## config.mk

```make
export PLATFORM = sky130hd
export DESIGN_NAME = utf8_latin2_transcoder_core
export DESIGN_NICKNAME = d
export VERILOG_FILES = /design/src/rtl/u8l2_pkg.sv /design/src/rtl/u8l2_decode.sv /design/src/rtl/u8l2_out_queue.sv /design/src/rtl/utf8_latin2_transcoder_core.sv
export SDC_FILE = /design/constraint.sdc
export NUM_CORES = 1
export LEC_CHECK = 0
export ABC_AREA = 1
export BUFFER_PORTS_ARGS = -buffer_cell sky130_fd_sc_hd__buf_2
export CAP_MARGIN = 20
export CORE_UTILIZATION = 60
export CTS_BUF_LIST = sky130_fd_sc_hd__clkbuf_16
export DETAILED_ROUTE_END_ITERATION = 10
export PLACE_DENSITY_LB_ADDON = 0.25
export SLEW_MARGIN = 30
export SYNTH_ARGS = -nofsm -noshare
export SYNTH_HDL_FRONTEND = slang
export SYNTH_HIERARCHICAL = 1
export SYNTH_SLANG_ARGS = --single-unit
```

## constraint.sdc

```tcl
create_clock -name clk -period 23.7 [get_ports clk]
set_input_delay 2.37 -clock clk [delete_from_list [all_inputs] [get_ports clk]]
set_output_delay 2.37 -clock clk [all_outputs]
set_load 0.01 [all_outputs]
```

## src/rtl/u8l2_pkg.sv

```systemverilog
package u8l2_pkg;

    // payload of one source beat
    typedef struct packed {
        logic [7:0] in_byte;
        logic       end_of_text;
    } in_beat_t;

    // payload of one result beat
    typedef struct packed {
        logic [7:0] out_byte;
        logic       last_of_run;
    } out_beat_t;

    // up to two result beats written into the output queue at once
    typedef struct packed {
        logic [1:0] cnt;
        out_beat_t  b0;
        out_beat_t  b1;
    } push_t;

    // outcome of one pass over the utf-8 window
    typedef struct packed {
        logic [1:0]      cnt;
        logic [7:0]      e0;
        logic [7:0]      e1;
        logic [1:0]      rem_n;
        logic [2:0][7:0] rem;
    } parse_t;

    localparam int MapCount = 10;

    localparam logic [7:0] LEAD2_MASK = 8'hc0;
    localparam logic [7:0] CONT_MARK  = 8'h80;
    localparam logic [7:0] LEAD3_MASK = 8'he0;
    localparam logic [7:0] LEAD4_MASK = 8'hf0;
    localparam logic [7:0] LEAD4_CHK  = 8'hf8;
    localparam logic [7:0] DIGIT_LO   = 8'h30;
    localparam logic [7:0] DIGIT_HI   = 8'h39;

    // latin-2 code and its two utf-8 bytes
    localparam logic [7:0] MAP_L2 [MapCount] = '{
        8'he8, 8'hc8, 8'he6, 8'hc6, 8'hf0, 8'hd0, 8'hb9, 8'ha9, 8'hbe, 8'hae
    };
    localparam logic [7:0] MAP_U0 [MapCount] = '{
        8'hc4, 8'hc4, 8'hc4, 8'hc4, 8'hc4, 8'hc4, 8'hc5, 8'hc5, 8'hc5, 8'hc5
    };
    localparam logic [7:0] MAP_U1 [MapCount] = '{
        8'h8d, 8'h8c, 8'h87, 8'h86, 8'h91, 8'h90, 8'ha1, 8'ha0, 8'hbe, 8'hbd
    };

    // sequence length implied by a lead byte, lax check
    function automatic logic [2:0] seq_need(input logic [7:0] c);
        logic [2:0] r;
        if (c < CONT_MARK)
            r = 3'd1;
        else if ((c & LEAD3_MASK) == LEAD3_MASK)
            r = ((c & LEAD4_MASK) == LEAD4_MASK) ? 3'd4 : 3'd3;
        else
            r = 3'd2;
        return r;
    endfunction

    // utf-8 pair to latin-2, hit flag in bit 8
    function automatic logic [8:0] utf_to_l2(input logic [7:0] u0, input logic [7:0] u1);
        logic [8:0] r;
        r = '0;
        for (int k = 0; k < MapCount; k++)
        begin
            if (MAP_U0[k] == u0 && MAP_U1[k] == u1)
                r = {1'b1, MAP_L2[k]};
        end
        return r;
    endfunction

    // latin-2 to utf-8 pair, hit flag in bit 16
    function automatic logic [16:0] l2_to_utf(input logic [7:0] b);
        logic [16:0] r;
        r = '0;
        for (int k = 0; k < MapCount; k++)
        begin
            if (MAP_L2[k] == b)
                r = {1'b1, MAP_U0[k], MAP_U1[k]};
        end
        return r;
    endfunction

    // one pass over pending bytes plus the new byte, at most four steps
    function automatic parse_t utf_parse(input logic [3:0][7:0] win, input logic [2:0] nin,
                                         input logic eot);
        parse_t          r;
        logic [3:0][7:0] w;
        logic [2:0]      n;
        logic [2:0]      need;
        logic [2:0]      drop;
        logic [7:0]      c;
        logic [8:0]      hit;
        logic            bad;
        logic            done;
        logic            emit;
        logic [7:0]      eb;
        r    = '0;
        w    = win;
        n    = nin;
        done = 1'b0;
        for (int it = 0; it < 4; it++)
        begin
            if (!done && n != 3'd0)
            begin
                c    = w[0];
                need = seq_need(c);
                bad  = 1'b0;
                drop = 3'd0;
                emit = 1'b0;
                eb   = c;
                hit  = utf_to_l2(w[0], w[1]);
                if (need == 3'd1)
                begin
                    emit = (c < DIGIT_LO) || (c > DIGIT_HI);
                    drop = 3'd1;
                end
                else
                begin
                    for (int i = 1; i < 4; i++)
                    begin
                        if (3'(i) < need && 3'(i) < n)
                        begin
                            if ((w[i] & LEAD2_MASK) != CONT_MARK)
                                bad = 1'b1;
                            if (i == 3 && (c & LEAD4_CHK) != LEAD4_MASK)
                                bad = 1'b1;
                        end
                    end
                    if (bad)
                        drop = 3'd1;
                    else if (n < need)
                    begin
                        if (eot)
                            drop = 3'd1;
                        else
                            done = 1'b1;
                    end
                    else
                    begin
                        if (need == 3'd2 && hit[8])
                        begin
                            emit = 1'b1;
                            eb   = hit[7:0];
                        end
                        drop = need;
                    end
                end
                // two result beats at most, later ones are lost
                if (emit)
                begin
                    if (r.cnt == 2'd0)
                    begin
                        r.e0  = eb;
                        r.cnt = 2'd1;
                    end
                    else if (r.cnt == 2'd1)
                    begin
                        r.e1  = eb;
                        r.cnt = 2'd2;
                    end
                end
                w = w >> {drop, 3'b000};
                n = n - drop;
            end
        end
        r.rem_n = n[1:0];
        r.rem   = w[2:0];
        return r;
    endfunction

endpackage

```

## src/rtl/u8l2_decode.sv

```systemverilog
module u8l2_decode (
    input  logic               clk,
    input  logic               rst_n,
    input  logic               direction,
    input  logic               cfg_wr,
    input  logic               src_valid,
    output logic               src_stall,
    input  u8l2_pkg::in_beat_t src_beat,
    input  logic               room,
    output logic               push_en,
    output u8l2_pkg::push_t    push
);
    import u8l2_pkg::*;

    logic            stg_valid_reg;
    logic            stg_valid_next;
    in_beat_t        stg_beat_reg;
    logic [2:0][7:0] pend_reg;
    logic [2:0][7:0] pend_next;
    logic [1:0]      pend_cnt_reg;
    logic [1:0]      pend_cnt_next;
    logic [3:0][7:0] win;
    parse_t          pr;
    logic [16:0]     l2hit;
    logic            advance;
    logic            take;

    // stage handshake: hold the beat until the queue has room for two
    assign advance   = stg_valid_reg && room;
    assign src_stall = stg_valid_reg && !room;
    assign take      = src_valid && !src_stall;
    assign push_en   = advance;

    // window of pending bytes with the new byte appended
    always_comb
    begin
        win                = {8'h00, pend_reg};
        win[pend_cnt_reg]  = stg_beat_reg.in_byte;
    end

    assign pr    = utf_parse(win, {1'b0, pend_cnt_reg} + 3'd1, stg_beat_reg.end_of_text);
    assign l2hit = l2_to_utf(stg_beat_reg.in_byte);

    // result beats for this item
    always_comb
    begin
        push = '0;
        if (direction)
        begin
            if (l2hit[16])
            begin
                push.cnt = 2'd2;
                push.b0  = '{out_byte: l2hit[15:8], last_of_run: 1'b0};
                push.b1  = '{out_byte: l2hit[7:0], last_of_run: 1'b1};
            end
            else
            begin
                push.cnt = 2'd1;
                push.b0  = '{out_byte: stg_beat_reg.in_byte, last_of_run: 1'b1};
            end
        end
        else
        begin
            push.cnt = pr.cnt;
            push.b0  = '{out_byte: pr.e0, last_of_run: (pr.cnt == 2'd1)};
            push.b1  = '{out_byte: pr.e1, last_of_run: 1'b1};
        end
    end

    // pending sequence update
    always_comb
    begin
        pend_next     = pend_reg;
        pend_cnt_next = pend_cnt_reg;
        if (cfg_wr)
            pend_cnt_next = 2'd0;
        else if (advance && !direction)
        begin
            pend_next     = pr.rem;
            pend_cnt_next = pr.rem_n;
        end
    end

    assign stg_valid_next = take ? 1'b1 : (advance ? 1'b0 : stg_valid_reg);

    // control state
    always_ff @(posedge clk or negedge rst_n)
    begin
        if (!rst_n)
        begin
            stg_valid_reg <= 1'b0;
            pend_cnt_reg  <= 2'd0;
        end
        else
        begin
            stg_valid_reg <= stg_valid_next;
            pend_cnt_reg  <= pend_cnt_next;
        end
    end

    // payload
    always_ff @(posedge clk)
    begin
        if (take)
            stg_beat_reg <= src_beat;
        pend_reg <= pend_next;
    end

endmodule

```

## src/rtl/u8l2_out_queue.sv

```systemverilog
module u8l2_out_queue (
    input  logic                clk,
    input  logic                rst_n,
    input  logic                push_en,
    input  u8l2_pkg::push_t     push,
    output logic                room,
    output logic                dst_valid,
    input  logic                dst_stall,
    output u8l2_pkg::out_beat_t dst_beat
);
    import u8l2_pkg::*;

    out_beat_t  ent_reg [4];
    logic [1:0] wr_ptr_reg;
    logic [1:0] wr_ptr_next;
    logic [1:0] rd_ptr_reg;
    logic [1:0] rd_ptr_next;
    logic [2:0] cnt_reg;
    logic [2:0] cnt_next;
    logic [1:0] n_push;
    logic       pop;

    assign n_push    = push_en ? push.cnt : 2'd0;
    assign pop       = dst_valid && !dst_stall;
    assign room      = cnt_reg <= 3'd2;
    assign dst_valid = cnt_reg != 3'd0;
    assign dst_beat  = ent_reg[rd_ptr_reg];

    assign wr_ptr_next = wr_ptr_reg + n_push;
    assign rd_ptr_next = rd_ptr_reg + {1'b0, pop};
    assign cnt_next    = cnt_reg + {1'b0, n_push} - {2'b00, pop};

    // pointers and fill level
    always_ff @(posedge clk or negedge rst_n)
    begin
        if (!rst_n)
        begin
            wr_ptr_reg <= 2'd0;
            rd_ptr_reg <= 2'd0;
            cnt_reg    <= 3'd0;
        end
        else
        begin
            wr_ptr_reg <= wr_ptr_next;
            rd_ptr_reg <= rd_ptr_next;
            cnt_reg    <= cnt_next;
        end
    end

    // entry write, two beats land in consecutive slots
    always_ff @(posedge clk)
    begin
        if (n_push != 2'd0)
            ent_reg[wr_ptr_reg] <= push.b0;
        if (n_push == 2'd2)
            ent_reg[wr_ptr_reg + 2'd1] <= push.b1;
    end

endmodule

```

## src/rtl/utf8_latin2_transcoder_core.sv

```systemverilog
// path: a source beat is registered in the stage register and, once the queue has
// room, written into a result queue entry, from which its first result is presented
// throughput: one source beat per cycle while each yields at most one result and
// the receiver does not stall; the queue drains one beat per cycle when not stalled
// the path and rate are set by the stage register and the four-entry result queue
// reset: direction returns to utf-8 to latin-2, pending sequence and queue empty
module utf8_latin2_transcoder_core (
    input  logic                clk,
    input  logic                rst_n,
    input  logic                psel,
    input  logic                penable,
    input  logic                pwrite,
    input  logic [2:0]          paddr,
    input  logic [31:0]         pwdata,
    output logic [31:0]         prdata,
    output logic                pready,
    input  logic                src_valid,
    output logic                src_stall,
    input  u8l2_pkg::in_beat_t  src_beat,
    output logic                dst_valid,
    input  logic                dst_stall,
    output u8l2_pkg::out_beat_t dst_beat
);
    import u8l2_pkg::*;

    localparam logic REG_DIRECTION = 1'b0;

    logic    dir_reg;
    logic    dir_next;
    logic    cfg_wr;
    logic    room;
    logic    push_en;
    push_t   push;

    // register port
    assign pready   = 1'b1;
    assign cfg_wr   = psel && penable && pwrite && (paddr[2] == REG_DIRECTION);
    assign dir_next = cfg_wr ? pwdata[0] : dir_reg;
    assign prdata   = (paddr[2] == REG_DIRECTION) ? {31'd0, dir_reg} : 32'd0;

    always_ff @(posedge clk or negedge rst_n)
    begin
        if (!rst_n)
            dir_reg <= 1'b0;
        else
            dir_reg <= dir_next;
    end

    u8l2_decode u_decode (
        .clk       (clk),
        .rst_n     (rst_n),
        .direction (dir_reg),
        .cfg_wr    (cfg_wr),
        .src_valid (src_valid),
        .src_stall (src_stall),
        .src_beat  (src_beat),
        .room      (room),
        .push_en   (push_en),
        .push      (push)
    );

    u8l2_out_queue u_queue (
        .clk       (clk),
        .rst_n     (rst_n),
        .push_en   (push_en),
        .push      (push),
        .room      (room),
        .dst_valid (dst_valid),
        .dst_stall (dst_stall),
        .dst_beat  (dst_beat)
    );

endmodule

```

==> impl_metrics.json <==
{
  "root_buffer": "clkbuf_16",
  "routedWlPerCell_um": 17.28,
  "nets": 1698,
  "clk_path_buf_depth": 2,
  "largest_reg_flops": 36,
  "path_clk_slew_ns": 0.06,
  "tns_ns": 0,
  "synth_flop_cell": "edfxtp_1",
  "reg2regPathDepth": 59,
  "yosysSeqAreaShare_pct": 22.99,
  "r2r_slack_ns": 9.67,
  "worstHoldStart": "u_queue/rd_ptr_reg[1]",
  "yosysWarnings": 6,
  "max_stage_delay_ns": 0.81,
  "synthArstFlopShare_pct": 13.75,
  "ctsResizeCount": 0,
  "num_antenna_cells": 0,
  "htree_levels": 3,
  "numCtsBuffers": 9,
  "grt_max_degree": 37,
  "drtIter0Drc": 1150,
  "grt_pass1_vias": 9616,
  "synth_largest_area_cell": "edfxtp_1",
  "r2r-start": "u_decode/pend_cnt_reg[0]",
  "syn_inst": 1622,
  "dp_hpwl_um": 25250,
  "finalInstanceArea_um2": 10490,
  "critPathSlowestCell": "inv_1",
  "cts_tree": "yes",
  "status": "finished, final reports clean",
  "setup_viol_count_final": 0,
  "finClkSkew_ns": 0.01007,
  "synth_mux_area_share_pct": 0,
  "io_pins": 95,
  "gp_congestion": 1.022,
  "synthAdderAreaFrac_pct": 4.461,
  "drv_slew": 0,
  "cts_setup_buffers": 0,
  "rows": 47,
  "grt.overflow.total": 0,
  "antenna_found_initial": 0,
  "die_h_um": 132.4,
  "synth_edf_count": 69,
  "crit_arrival_ns": 14.27,
  "hold_class": "reg -> reg",
  "synth-seq-cells": 80,
  "worstHoldPathCells": 2,
  "reg2reg_to": "u_queue/cnt_reg[2]",
  "layout-drive-gt1-share_pct": 12.05,
  "io_buffers": 29,
  "die_area_um2": 17540,
  "whs_ns": 0.4854,
  "synth_area_um2": 10210,
  "worst-slew-pin-transition_ns": 0.8673,
  "finalHoldViolCount": 0,
  "drc": 0,
  "cts_hold_buf": 0,
  "crit_buf_inv": 10,
  "crit_type": "reg -> reg",
  "drt-total-wl_um": 31770,
  "synth_compound_area_share_pct": 17.55,
  "endpoint_kind": "flip-flop",
  "relSlewSlack_pct": 41.57,
  "cp_num_cells": 59,
  "startpoint_type": "flip-flop",
  "finalCritPeriodShare_pct": 59.21,
  "final_cell_mix": "nand2_1, inv_1, nand3_1",
  "clkLatencyLatePin_ns": 0.34,
  "critPathTopFamily": "simple AND/OR/NAND/NOR gates",
  "dp_slack_ns": 10.03,
  "dpl-instance-area_um2": 10210,
  "maxCapViolCount": 0,
  "die_x_um": 132.4,
  "postSynthAreaPerCell_um2": 6.295,
  "cpMostUsedCell": "nand2_1",
  "vias": 10775,
  "coreArea_um2": 16580,
  "yosys.area_share.simple_pct": 40.50,
  "synth.distinct_cells": 56,
  "yosysTopAreaCellShare_pct": 20.29,
  "fmax_mhz": 71.26,
  "synth.area.top_cells": "edfxtp_1, nand2_1, nand3_1",
  "drt_first_pass_iters": 6,
  "syn2layout_area_growth_pct": 2.770,
  "initial_core_util_pct": 61.57,
  "grt_use_total_pct": 36.58,
  "clock_sinks": 80,
  "synth_xor_area_share_pct": 0.2574,
  "synth_top_family_by_area": "simple AND/OR/NAND/NOR gates",
  "grt_pass1_wl_um": 50190,
  "hold-path-endpoint": "u_queue/rd_ptr_reg[1]",
  "min_period_ns": 14.03,
  "via_per_inst": 5.862,
  "worstPathMaxFanout": 34,
  "setup_ws_ns": 9.667,
  "layout.cells.most_common": "nand2_1",
  "critPathRequiredTime_ns": 23.94,
  "ant_nets": 0,
  "rsz0062_at_grt": "no"
}
## per-stage QoR
step | util [%] | instances
2_1_floorplan | - | 1652
3_3_place_gp | 61.59 | 1822
3_5_place_dp | 61.59 | 1822
4_1_cts | 63.27 | 1838
5_1_grt | 63.27 | 1838
6_report | 63.27 | 1838
## worst min-delay path, stage by stage, from the launching register on
cell,delay (ns)
dfrtp_1,0.34
nand2_1,0.05
nand2_1,0.06
## cells in the mapped netlist (9+ instances only)
master,number
buf_4,37
nor3_1,31
o21ai_1,24
ha_1,30
a31oi_1,15
a21oi_1,49
nand2_4,16
buf_2,14
inv_2,17
o22ai_1,9
nand2_1,434
clkbuf_1,18
nand3_1,166
o211ai_1,16
nand2_2,30
dfrtp_1,11
nand4_1,21
nor2_1,146
edfxtp_1,69
a21oi_2,10
nor2_2,9
o21ai_2,29
buf_6,14
inv_1,208
o21ai_0,126
## per-layer routing
layer	GRT usage [%]	up-vias	part of all wire, %
met1	46.08	4882	39
li1	-	5254	-
met4	21.01	0	6.0
met3	5.249	113	8.9
met5	0	-	0
met2	60.06	526	46
## cell families after synthesis
| family | after synthesis |
|---|---|
| DFF | 80 |
| adders and majority gates | 34 |
| xor gates and xnor gates | 3 |
| other | 2 |
| AOI/OAI and AO/OA | 298 |
| and+or+nand+nor | 891 |
| buffers and inverters | 314 |
## area by class of cell
type / count / area (µm²)
multi-input combinational: 1258 / 6531
clock inverter: 7 / 53.80
sequential: 80 / 2347
fill: 1626 / 6091
tap: 220 / 275.3
timing repair buffer: 36 / 197.7
clock buffer: 9 / 225.2
inverter: 228 / 862.1
## worst max path at each step
stage | startpoint | end
after floorplan | u_decode/pend_cnt_reg[0] | u_queue/ent_reg[0][0]
after global placement | u_decode/pend_cnt_reg[0] | u_queue/cnt_reg[2]
after detailed placement | u_decode/pend_cnt_reg[0] | u_queue/cnt_reg[2]
after CTS | u_decode/pend_cnt_reg[0] | u_queue/cnt_reg[2]
after global routing | u_decode/pend_cnt_reg[0] | u_queue/cnt_reg[2]
final | u_decode/pend_cnt_reg[0] | u_queue/cnt_reg[2]
Power is not shown: default switching activity piles up to over one toggle a cycle in this logic, so the estimate is an artifact.
